## src/rtl/fpss_pkg.sv

```systemverilog
`timescale 1ns / 1ps
// Shared constants for the farthest-point seed selection block.
package fpss_pkg;

  localparam int unsigned NumCoords = 4;
  localparam int unsigned CfgDataW  = 9;
  localparam int unsigned NumPtsW   = 9;
  localparam int unsigned NumSelW   = 4;
  localparam int unsigned IndexOutW = 8;

  localparam logic OP_LOAD = 1'b0;
  localparam logic OP_RUN  = 1'b1;

  localparam logic REG_NUM_POINTS = 1'b0;
  localparam logic REG_NUM_SELECT = 1'b1;

endpackage

```

## src/rtl/fpss_dist.sv

```systemverilog
`timescale 1ns / 1ps
// Shared distance unit: squared differences one coordinate a cycle, then a bit-serial root.
module fpss_dist #(
  parameter int unsigned COORD_BITS = 16
) (
  input  logic                                               clk_i,
  input  logic                                               rst_ni,
  input  logic                                               start_i,
  input  logic [fpss_pkg::NumCoords*COORD_BITS-1:0]          a_i,
  input  logic [fpss_pkg::NumCoords*COORD_BITS-1:0]          b_i,
  output logic                                               done_o,
  output logic [((2*COORD_BITS+4 > 64) ? 32 : COORD_BITS+2)-1:0] dist_o
);

  localparam int unsigned SW  = (2 * COORD_BITS + 4 > 64) ? 64 : 2 * COORD_BITS + 4;
  localparam int unsigned RW  = SW / 2;
  localparam int unsigned RMW = RW + 2;
  localparam int unsigned NIT = RW;
  localparam int unsigned CW  = $clog2(NIT + 1);
  localparam int unsigned MW  = 2 * (COORD_BITS + 1);

  localparam logic [1:0] U_IDLE = 2'd0;
  localparam logic [1:0] U_SQ   = 2'd1;
  localparam logic [1:0] U_RT   = 2'd2;

  logic [1:0]             state_q, state_d;
  logic [CW-1:0]          cnt_q;
  logic [SW-1:0]          prod_q, acc_q, acc_d, rad_q;
  logic [RMW-1:0]         rem_q, rem_n, trial;
  logic [RW-1:0]          root_q;
  logic                   done_q;
  logic [1:0]             csel;
  logic signed [COORD_BITS:0] diff;
  logic [COORD_BITS:0]    mag;
  logic [MW-1:0]          mprod;
  logic [SW-1:0]          sq;
  logic [SW:0]            acc_sum;

  assign csel = cnt_q[1:0];

  always_comb begin
    diff  = $signed({a_i[csel*COORD_BITS + COORD_BITS-1], a_i[csel*COORD_BITS +: COORD_BITS]})
          - $signed({b_i[csel*COORD_BITS + COORD_BITS-1], b_i[csel*COORD_BITS +: COORD_BITS]});
    mag   = diff[COORD_BITS] ? $unsigned(-diff) : $unsigned(diff);
    mprod = MW'(mag) * MW'(mag);
    if (65'(mag) > 65'h0_FFFF_FFFF) begin
      sq = '1;
    end else begin
      sq = SW'(mprod);
    end
  end

  // Saturating accumulate of the registered square.
  always_comb begin
    acc_sum = {1'b0, acc_q} + {1'b0, prod_q};
    acc_d   = acc_sum[SW] ? '1 : acc_sum[SW-1:0];
  end

  assign rem_n = {rem_q[RMW-3:0], rad_q[SW-1:SW-2]};
  assign trial = {root_q, 2'b01};

  always_comb begin
    state_d = state_q;
    unique case (state_q)
      U_IDLE:  if (start_i) state_d = U_SQ;
      U_SQ:    if (cnt_q == CW'(4)) state_d = U_RT;
      U_RT:    if (cnt_q == CW'(NIT - 1)) state_d = U_IDLE;
      default: state_d = U_IDLE;
    endcase
  end

  always_ff @(posedge clk_i or negedge rst_ni) begin
    if (!rst_ni) begin
      state_q <= U_IDLE;
      done_q  <= 1'b0;
      cnt_q   <= '0;
    end else begin
      state_q <= state_d;
      done_q  <= (state_q == U_RT) && (cnt_q == CW'(NIT - 1));
      if (state_q != state_d) begin
        cnt_q <= '0;
      end else begin
        cnt_q <= cnt_q + CW'(1);
      end
    end
  end

  always_ff @(posedge clk_i) begin
    unique case (state_q)
      U_IDLE: begin
        acc_q <= '0;
      end
      U_SQ: begin
        if (cnt_q < CW'(4)) prod_q <= sq;
        if (cnt_q != '0) acc_q <= acc_d;
        if (cnt_q == CW'(4)) begin
          rad_q  <= acc_d;
          rem_q  <= '0;
          root_q <= '0;
        end
      end
      U_RT: begin
        rad_q <= rad_q << 2;
        if (rem_n >= trial) begin
          rem_q  <= rem_n - trial;
          root_q <= {root_q[RW-2:0], 1'b1};
        end else begin
          rem_q  <= rem_n;
          root_q <= {root_q[RW-2:0], 1'b0};
        end
      end
      default: ;
    endcase
  end

  assign done_o = done_q;
  assign dist_o = root_q;

endmodule

```

## config.mk

```make
export PLATFORM = sky130hd
export DESIGN_NAME = fpss_dist
export DESIGN_NICKNAME = d
export VERILOG_FILES = /design/src/rtl/fpss_pkg.sv /design/src/rtl/fpss_dist.sv
export SDC_FILE = /design/constraint.sdc
export NUM_CORES = 1
export LEC_CHECK = 0
export BUFFER_PORTS_ARGS = -buffer_cell sky130_fd_sc_hd__buf_2
export CORE_MARGIN = 1.5
export CORE_UTILIZATION = 45
export DETAILED_ROUTE_END_ITERATION = 7
export PLACE_DENSITY = 0.7
export SYNTH_ARGS = -nofsm -noshare
export SYNTH_HDL_FRONTEND = slang
export SYNTH_SLANG_ARGS = --single-unit
```

## constraint.sdc

```tcl
create_clock -name clk_i -period 14.4 [get_ports clk_i]
set_clock_uncertainty 0.15 [all_clocks]
set_input_delay 2.88 -clock clk_i [delete_from_list [all_inputs] [get_ports clk_i]]
set_output_delay 2.88 -clock clk_i [all_outputs]
set_load 0.02 [all_outputs]
```

==> results of run 1 <==
==> per-layer routing <==
| layer | vias up | routed length, um | GRT usage, % |
|---|---|---|---|
| li1 | 6759 | - | - |
| met1 | 6926 | 18220 | 27.45 |
| met2 | 498 | 20530 | 36.39 |
| met3 | 87 | 2623 | 3.168 |
| met4 | 0 | 1362 | 8.359 |
| met5 | - | 0 | 0 |
==> layout make-up <==
cell class | count | area (um2)
Clock inverter | 8 | 56.30
Timing Repair Buffer | 171 | 910.9
Inverter | 326 | 1224
Sequential cell | 149 | 4436
Tap cell | 532 | 665.6
Clock buffer | 24 | 534.3
Multi-Input combinational cell | 1407 | 12640
Fill cell | 3722 | 20270
==> cell usage after synthesis, drive strengths merged (7+ instances only) <==
cell type | n | share of area [%]
ha | 176 | 12
a211oi | 13 | 0.58
edfxtp | 141 | 23
inv | 324 | 6.6
nor2b | 14 | 0.47
nand2 | 145 | 3.0
and2 | 7 | 0.24
dfrtp | 8 | 1.1
a31oi | 17 | 0.66
a21oi | 115 | 3.1
o21ai | 46 | 1.2
nand3 | 35 | 0.97
o21a | 18 | 0.73
buf | 17 | 0.52
nor3 | 30 | 0.89
mux4 | 32 | 3.9
a211o | 8 | 0.38
xor2 | 37 | 1.8
nand4 | 8 | 0.27
nor2 | 238 | 4.8
and3 | 14 | 0.48
fa | 196 | 21
nand2b | 15 | 0.51
o211ai | 12 | 0.51
clkbuf | 49 | 0.99
xnor2 | 72 | 3.5
a21o | 38 | 1.5
mux2i | 7 | 0.38
==> logic make-up after synthesis <==
group | count (synthesis)
AO/OA/AOI/OAI | 328
XOR/XNOR | 109
adder cells (fa/ha/maj) | 372
buffers and inverters | 392
flip-flops | 149
multiplexers | 41
other | 2
AND/OR/NAND/NOR | 545
==> flip-flops by register name, summed over array words and instances (netlist names) <==
name / flops
acc_q: 36
dist_o: 18
cnt_q: 5
prod_q: 33
rem_q: 18
rad_q: 36
done_o: 1
state_q: 2
==> worst max-delay path, delay by kind of cell <==
kind | cells | cell delay [ns]
XOR/XNOR | 2 | 0.63
buffers and inverters | 4 | 0.29
multiplexers | 1 | 0.45
adder cells (fa/ha/maj) | 9 | 4.23
AND/OR/NAND/NOR | 3 | 0.65
AO/OA/AOI/OAI | 13 | 3.33
==> metrics by stage <==
step	utilization [%]	area [um2]	setup slack, ns	cells
2_1_floorplan	-	18550	2.611	1948
3_3_place_gp	48.80	19880	1.820	2585
3_5_place_dp	48.80	19880	1.594	2585
4_1_cts	50.25	20470	2.066	2617
5_1_grt	50.25	20470	1.444	2617
6_report	50.25	20470	2.001	2617
==> worst paths after layout <==
kind / startpoint / slack, ns / endpoint / cells past startpoint
max in group asynchronous: rst_ni / 11.81 / cnt_q[0]$_DFF_PN0_ / 1
worst min-delay path: rad_q[33]$_DFFE_PP_ / 0.38 / rad_q[35]$_DFFE_PP_ / 2
worst max-delay path: a_i[32] / 2.00 / prod_q[32]$_DFFE_PP_ / 32
worst max register to register: cnt_q[0]$_DFF_PN0_ / 3.56 / prod_q[32]$_DFFE_PP_ / 32
min in group asynchronous: rst_ni / 2.12 / cnt_q[1]$_DFF_PN0_ / 1
worst min register to register: rad_q[33]$_DFFE_PP_ / 0.38 / rad_q[35]$_DFFE_PP_ / 2
==> cells in the final DEF, fill, tap and decap left out, types with 8 or more instances in the layout <==
| cell type | n |
|---|---|
| sky130_fd_sc_hd__buf_4 | 22 |
| sky130_fd_sc_hd__ha_1 | 176 |
| sky130_fd_sc_hd__buf_2 | 149 |
| sky130_fd_sc_hd__o21a_1 | 18 |
| sky130_fd_sc_hd__xor2_1 | 37 |
| sky130_fd_sc_hd__nor2b_1 | 14 |
| sky130_fd_sc_hd__o211ai_1 | 11 |
| sky130_fd_sc_hd__and3_1 | 13 |
| sky130_fd_sc_hd__o21ai_0 | 39 |
| sky130_fd_sc_hd__fa_1 | 196 |
| sky130_fd_sc_hd__nand2_1 | 143 |
| sky130_fd_sc_hd__edfxtp_1 | 141 |
| sky130_fd_sc_hd__nand3_1 | 34 |
| sky130_fd_sc_hd__clkbuf_16 | 19 |
| sky130_fd_sc_hd__a211o_1 | 8 |
| sky130_fd_sc_hd__nor2_1 | 237 |
| sky130_fd_sc_hd__nor3_1 | 27 |
| sky130_fd_sc_hd__a21o_1 | 38 |
| sky130_fd_sc_hd__a211oi_1 | 11 |
| sky130_fd_sc_hd__a31oi_1 | 14 |
| sky130_fd_sc_hd__xnor2_1 | 70 |
| sky130_fd_sc_hd__a21oi_1 | 113 |
| sky130_fd_sc_hd__nand2b_1 | 14 |
| sky130_fd_sc_hd__mux4_2 | 32 |
| sky130_fd_sc_hd__conb_1 | 12 |
| sky130_fd_sc_hd__inv_1 | 319 |
| sky130_fd_sc_hd__nand4_1 | 8 |
==> run_results.csv, run 1 <==
group,metric,value,unit
outcome,outcome,"finished clean",
drt,postRouteWirelength,42740,um
setup_path,slowest_delay,0.60,ns
setup_path,path_common_cell,"sky130_fd_sc_hd__fa_1",
sta,min_period_over_period,86.10,%
die,full_die_area,42370,um2
grt,grt_pass1_vias,14654,
clock_tree,clk_root_buffer_cell,"sky130_fd_sc_hd__clkbuf_16",
clock_tree,cts.reportedPaths.clkPinSlew,0.06,ns
sta,tightestPinTransition,0.9729,ns
die,die_x,205.8,um
sta,final-max-slew-violation-count,0,
die,fp.dieH,205.8,um
sta,grt_setup_unrepaired,"false",
clock_tree,tritoncts_num_sinks,149,
synthesis,synth_compound_gate_area_share,11.85,%
synthesis,synth_seq_area_share,23.95,%
synthesis,synth-edff-count,141,
setup_path,cp.arrival,12.44,ns
setup_path,critPathRequiredTime,14.45,ns
grt,grt_first_pass_wirelength,72040,um
sta,max_freq,0.08065,GHz
synthesis,post_synth_inst_count,1938,
synthesis,synth_area,18510,um2
drt,route.vias.total,14270,
placed_design,io_buffers,149,
clock_tree,clock_insertion_delay_worst_skew,0.44,ns
setup_path,worst_path_max_delay_cell,"sky130_fd_sc_hd__o41ai_1",
synthesis,synthesis_warning_total,0,
clock_tree,cts_inserted_buffers,17,
grt,grt-ovfl-total,0,
drt,avg_wl_per_cell,16.33,um
synthesis,ys_async_sr_fraction,5.369,%
final_layout,nNetsFinal,2575,
grt,pin_count_of_the_biggest_net_entering_global_routing,91,
drt,drt_pre_antenna_iters,5,
flow_run,maxCapViolations,0,
clock_tree,cts-hold-fix-buffers,0,
final_layout,flow.area_growth_from_synthesis,10.56,%
synthesis,avgSynthCellArea,9.553,um2
synthesis,synthXorXnorAreaFrac,5.238,%
final_layout,insertedDiodeCount,0,
clock_tree,post_cts_resized,0,
synthesis,synthMuxAreaShare,4.393,%
synthesis,synth_top_family_by_area,"adder cells",
drt,dr.first_iter.drc_count,874,
clock_tree,post_cts.repair.setup_buffers,0,
die,design.core.area,40740,um2
synthesis,synth_fa_ha_area_share,33.09,%
setup_path,critical_path_class,"in -> reg",
clock_tree,tritoncts_clock_tree,"done",
final_layout,drive_above_1_share,13.33,%
grt,globalRouteTotalUtil,21.40,%
sta,setup_tns,0,ns
die,pin_count,150,
sta,timing_hold_violations_final,0,
setup_path,critPathCaptureType,"register",
drt,antenna_left,0,
setup_path,startpoint_type,"primary input",
synthesis,yosys.area_share.simple,13.32,%
sta,final_period_minus_worst_setup_slack,12.40,ns
clock_tree,htree_levels,4,
setup_path,cp_max_fo,7,
sta,slew_headroom,35.14,%
grt,grt_antenna_before_repair,0,
hold_path,min_path_type,"reg -> reg",
sta,setup-violations-final,0,
sta,finalHoldWorstSlack,0.3818,ns
drt,viasPerCell,5.453,
drt,drc,0,
synthesis,postSynthRegisterBits,149,
synthesis,yosys_most_used_dff,"sky130_fd_sc_hd__edfxtp_1",
placed_design,detailedPlacementHpwl,34550,um
die,core.rowCount,74,
clock_tree,ctsLongestPathBuffers,2,
synthesis,count_of_cell_types_in_the_netlist,86,
placed_design,finalWeightedCongestion,0.9724,
die,initial_core_utilization,45.45,%
Power of run 1 is left out: the tool's default activity adds up to more than one toggle a clock period on the data nets, which glitch-free logic cannot reach.
==> run 2: changes to the inputs <==
- CTS_BUF_LIST: unset -> sky130_fd_sc_hd__clkbuf_8 sky130_fd_sc_hd__clkbuf_16
==> run_results.csv, run 2 (synthesis results as in run 1) <==
group,metric,value,unit
final_layout,layout_common_cells,"sky130_fd_sc_hd__inv_1, sky130_fd_sc_hd__nor2_1, sky130_fd_sc_hd__fa_1, sky130_fd_sc_hd__ha_1, sky130_fd_sc_hd__buf_2",
placed_design,placement.cell_area,19880,um2
placed_design,detailedPlace.worstSlack,1.594,ns
drt,dr.first_iter.drc_count,872,
setup_path,cp_max_fo,7,
setup_path,rr_startpoint,"cnt_q[0]$_DFF_PN0_",
drt,drt_pre_antenna_iters,5,
placed_design,io_buffers,149,
setup_path,slowest_delay,0.60,ns
grt,grt_antenna_before_repair,0,
sta,final_period_minus_worst_setup_slack,12.40,ns
clock_tree,post_cts_resized,0,
clock_tree,tritoncts_num_sinks,149,
drt,avg_wl_per_cell,16.33,um
setup_path,cp.arrival,12.44,ns
clock_tree,cts-hold-fix-buffers,0,
drt,route.vias.total,14270,
setup_path,startpoint_type,"primary input",
clock_tree,cts_inserted_buffers,17,
clock_tree,htree_levels,4,
final_layout,nNetsFinal,2575,
placed_design,detailedPlacementHpwl,34550,um
hold_path,min_delay_path_depth,2,
final_layout,insertedDiodeCount,0,
clock_tree,cts.reportedPaths.clkPinSlew,0.06,ns
grt,grt_pass1_vias,14654,
die,core.rowCount,74,
die,initial_core_utilization,45.45,%
final_layout,area_of_all_placed_cells_without_fillers,20470,um2
grt,grt_first_pass_wirelength,72040,um
final_layout,flow.area_growth_from_synthesis,10.56,%
clock_tree,clk_root_buffer_cell,"sky130_fd_sc_hd__clkbuf_16",
drt,viasPerCell,5.453,
setup_path,reg2reg_setup_slack,3.56,ns
flow_run,maxCapViolations,0,
sta,min_period_over_period,86.10,%
clock_tree,clock_insertion_delay_worst_skew,0.44,ns
setup_path,worst_path_max_delay_cell,"sky130_fd_sc_hd__o41ai_1",
grt,grt-ovfl-total,0,
outcome,outcome,"finished clean",
setup_path,critical_path_class,"in -> reg",
die,design.core.area,40740,um2
sta,timing_hold_violations_final,0,
final_layout,most_common_cell_after_layout_fill_and_taps_aside,"sky130_fd_sc_hd__inv_1",
final_layout,fill_cells,3722,
final_layout,layout.area.seq,4436,um2
die,die_x,205.8,um
grt,pin_count_of_the_biggest_net_entering_global_routing,91,
sta,slew_headroom,35.14,%
final_layout,largest_registers,"acc_q x36, rad_q x36, prod_q x33",
drt,postRouteWirelength,42740,um
setup_path,critPathCaptureType,"register",
final_layout,multi_input_area,12640,um2
grt,globalRouteTotalUtil,21.40,%
clock_tree,ctsLongestPathBuffers,2,
sta,grt_setup_unrepaired,"false",
placed_design,finalWeightedCongestion,0.9724,
final_layout,drive_above_1_share,13.33,%
drt,drc,0,
sta,setup-violations-final,0,
setup_path,path_common_cell,"sky130_fd_sc_hd__fa_1",
hold_path,min_path_type,"reg -> reg",
setup_path,worstRegToRegCells,32,
setup_path,critPathRequiredTime,14.45,ns
sta,setup_slack,2.001,ns
sta,final-max-slew-violation-count,0,
setup_path,reg2reg_to,"prod_q[32]$_DFFE_PP_",
drt,antenna_left,0,
clock_tree,tritoncts_clock_tree,"done",
sta,setup_tns,0,ns
die,pin_count,150,
sta,max_freq,0.08065,GHz
sta,tightestPinTransition,0.9729,ns
hold_path,timing.hold.worst.start,"rad_q[33]$_DFFE_PP_",
die,full_die_area,42370,um2
hold_path,worstHoldEndpoint,"rad_q[35]$_DFFE_PP_",
clock_tree,post_cts.repair.setup_buffers,0,
die,fp.dieH,205.8,um
run 2: cell count changes in the layout (fill, tap and decap cells not counted), sizes merged:
cell,change
inv,+1
clkbuf,-1
run 2: worst max-delay path by stage:
stage                     startpoint                    to  slack (ns)
after CTS                    a_i[48]  prod_q[32]$_DFFE_PP_        2.07
after detailed placement     a_i[48]  prod_q[32]$_DFFE_PP_        1.59
after global placement       a_i[48]  prod_q[32]$_DFFE_PP_        1.82
after global routing         a_i[48]  prod_q[32]$_DFFE_PP_        1.44
final                        a_i[32]  prod_q[32]$_DFFE_PP_        2.00
after floorplan              a_i[48]  prod_q[32]$_DFFE_PP_        2.61
run 2: metal layers:
layer	global-route usage (%)	share of wire (%)	wire [um]
met5	0	0	0
met4	8.359	3.2	1362
met3	3.168	6.1	2623
met2	36.39	48	20530
met1	27.45	43	18220
run 2: stage by stage:
stage                     utilization (%)  hold WS [ns]  instances
final                               50.25        0.3818       2617
after global routing                50.25        0.4082       2617
after CTS                           50.25        0.3851       2617
after detailed placement            48.80        0.3772       2585
after global placement              48.80        0.3550       2585
after floorplan                         -        0.3446       1948
run 2: worst max-delay path, delay by kind of cell:
kind                       cells  cell delay [ns]
buffers and inverters          4             0.29
xor gates and xnor gates       2             0.63
adders and majority gates      9             4.23
muxes                          1             0.45
and+or+nand+nor                3             0.65
AOI/OAI and AO/OA             13             3.33
run 2: final cells by class:
class	count	area share (%)
multi-input cells	1407	61.77
flip-flops and latches	149	21.67
inverters	326	5.978
repair buffers	171	4.450
well taps	532	3.252
clock buffers	23	2.592
clock inverters	9	0.2934
Power of run 2 is left out for the same reason.
==> run 3: changes to the inputs <==
- RECOVER_POWER: unset -> 100
==> run_results.csv, run 3 (synthesis results as in run 1) <==
group,metric,value,unit
outcome,outcome,"finished with violations",
die,full_die_area,42370,um2
flow_run,maxCapViolations,6,
setup_path,critPathCaptureType,"register",
grt,grt-ovfl-total,0,
sta,setup-violations-final,0,
final_layout,fin_util,50.04,%
clock_tree,cts.reportedPaths.clkPinSlew,0.06,ns
setup_path,critPathRequiredTime,14.45,ns
final_layout,insertedDiodeCount,0,
final_layout,fill_cells,3748,
sta,tightestPinTransition,4.051,ns
drt,dr.first_iter.drc_count,857,
final_layout,layout.area.seq,4436,um2
die,core.rowCount,74,
clock_tree,htree_levels,4,
grt,globalRouteTotalUtil,21.40,%
grt,grt_antenna_before_repair,0,
final_layout,largest_registers,"acc_q x36, rad_q x36, prod_q x33",
drt,antenna_left,0,
sta,slew_headroom,-170.0,%
clock_tree,cts-hold-fix-buffers,0,
die,pin_count,150,
sta,final_period_minus_worst_setup_slack,12.69,ns
placed_design,detailedPlacementHpwl,34550,um
setup_path,critical_path_class,"in -> reg",
clock_tree,tritoncts_num_sinks,149,
clock_tree,clock_insertion_delay_worst_skew,0.44,ns
final_layout,multi_input_area,12610,um2
sta,setup_tns,0,ns
setup_path,slowest_delay,0.60,ns
final_layout,layout_common_cells,"sky130_fd_sc_hd__inv_1, sky130_fd_sc_hd__nor2_1, sky130_fd_sc_hd__fa_1, sky130_fd_sc_hd__ha_1, sky130_fd_sc_hd__nand2_1",
setup_path,worst_path_max_delay_cell,"sky130_fd_sc_hd__o41ai_1",
drt,drc,0,
grt,pin_count_of_the_biggest_net_entering_global_routing,91,
final_layout,nNetsFinal,2575,
outcome,failed_checks,"max-capacitance violations, max-slew violations",
drt,viasPerCell,5.437,
clock_tree,post_cts_resized,0,
setup_path,cp.arrival,12.73,ns
placed_design,io_buffers,149,
die,design.core.area,40740,um2
sta,min_period_over_period,88.11,%
die,fp.dieH,205.8,um
clock_tree,tritoncts_clock_tree,"done",
die,initial_core_utilization,45.45,%
drt,avg_wl_per_cell,16.33,um
final_layout,drive_above_1_share,11.70,%
clock_tree,post_cts.repair.setup_buffers,0,
grt,grt_first_pass_wirelength,72040,um
die,die_x,205.8,um
grt,grt_pass1_vias,14654,
final_layout,most_common_cell_after_layout_fill_and_taps_aside,"sky130_fd_sc_hd__inv_1",
setup_path,startpoint_type,"primary input",
setup_path,cp_max_fo,12,
drt,drt_pre_antenna_iters,5,
clock_tree,clk_root_buffer_cell,"sky130_fd_sc_hd__clkbuf_16",
final_layout,flow.area_growth_from_synthesis,10.11,%
sta,final-max-slew-violation-count,289,
hold_path,min_path_type,"reg -> reg",
drt,postRouteWirelength,42740,um
clock_tree,cts_inserted_buffers,17,
sta,max_freq,0.07881,GHz
clock_tree,ctsLongestPathBuffers,2,
sta,grt_setup_unrepaired,"false",
sta,timing_hold_violations_final,0,
drt,route.vias.total,14228,
placed_design,finalWeightedCongestion,0.9724,
run 3: cell count changes in the layout (fill, tap and decap cells not counted), moves of 3 or more:
cell	previous run	this run
sky130_fd_sc_hd__and2_1	7	4
sky130_fd_sc_hd__buf_2	149	129
sky130_fd_sc_hd__buf_4	22	15
sky130_fd_sc_hd__and2_0	0	3
sky130_fd_sc_hd__clkbuf_1	0	27
run 3: cell type report:
cell class | count | share of cell area (%)
Multi-Input combinational cell | 1407 | 61.86
Sequential cell | 149 | 21.76
Inverter | 326 | 6.003
Timing Repair Buffer | 171 | 4.217
Tap cell | 532 | 3.265
Clock buffer | 23 | 2.602
Clock inverter | 9 | 0.2946
run 3: path summary, 6_finish.rpt:
kind	startpoint	end	slack (ns)	cells past startpoint
max	a_i[32]	prod_q[32]$_DFFE_PP_	1.71	36
min reg2reg	rad_q[33]$_DFFE_PP_	rad_q[35]$_DFFE_PP_	0.38	2
max reg2reg	cnt_q[0]$_DFF_PN0_	prod_q[32]$_DFFE_PP_	1.78	36
max in group asynchronous	rst_ni	cnt_q[0]$_DFF_PN0_	11.60	1
min	rad_q[33]$_DFFE_PP_	rad_q[35]$_DFFE_PP_	0.38	2
min in group asynchronous	rst_ni	cnt_q[1]$_DFF_PN0_	2.19	1
run 3: metal layers:
layer,global-route usage (%),up-vias,wire length (um)
li1,-,6763,-
met1,27.45,6914,18300
met2,36.39,463,20510
met3,3.168,88,2538
met4,8.359,0,1393
met5,0,-,0
run 3: through the flow:
stage | instance area (um2) | setup WS, ns | hold slack, ns | cells
finish | 20390 | 1.712 | 0.3806 | 2617
CTS | 20470 | 2.066 | 0.3851 | 2617
global placement | 19880 | 1.820 | 0.3550 | 2585
detailed placement | 19880 | 1.594 | 0.3772 | 2585
floorplan | 18550 | 2.611 | 0.3446 | 1948
global route | 20390 | 0.7875 | 0.4082 | 2617
run 3: worst max-delay path: cells and delay by family:
kind	cells	cell delay, ns
AOI/OAI and AO/OA	13	3.50
xor gates and xnor gates	2	0.25
adders and majority gates	9	4.04
buffers and inverters	9	0.97
muxes	1	0.45
and+or+nand+nor	2	0.65
Power of run 3 is left out for the same reason.
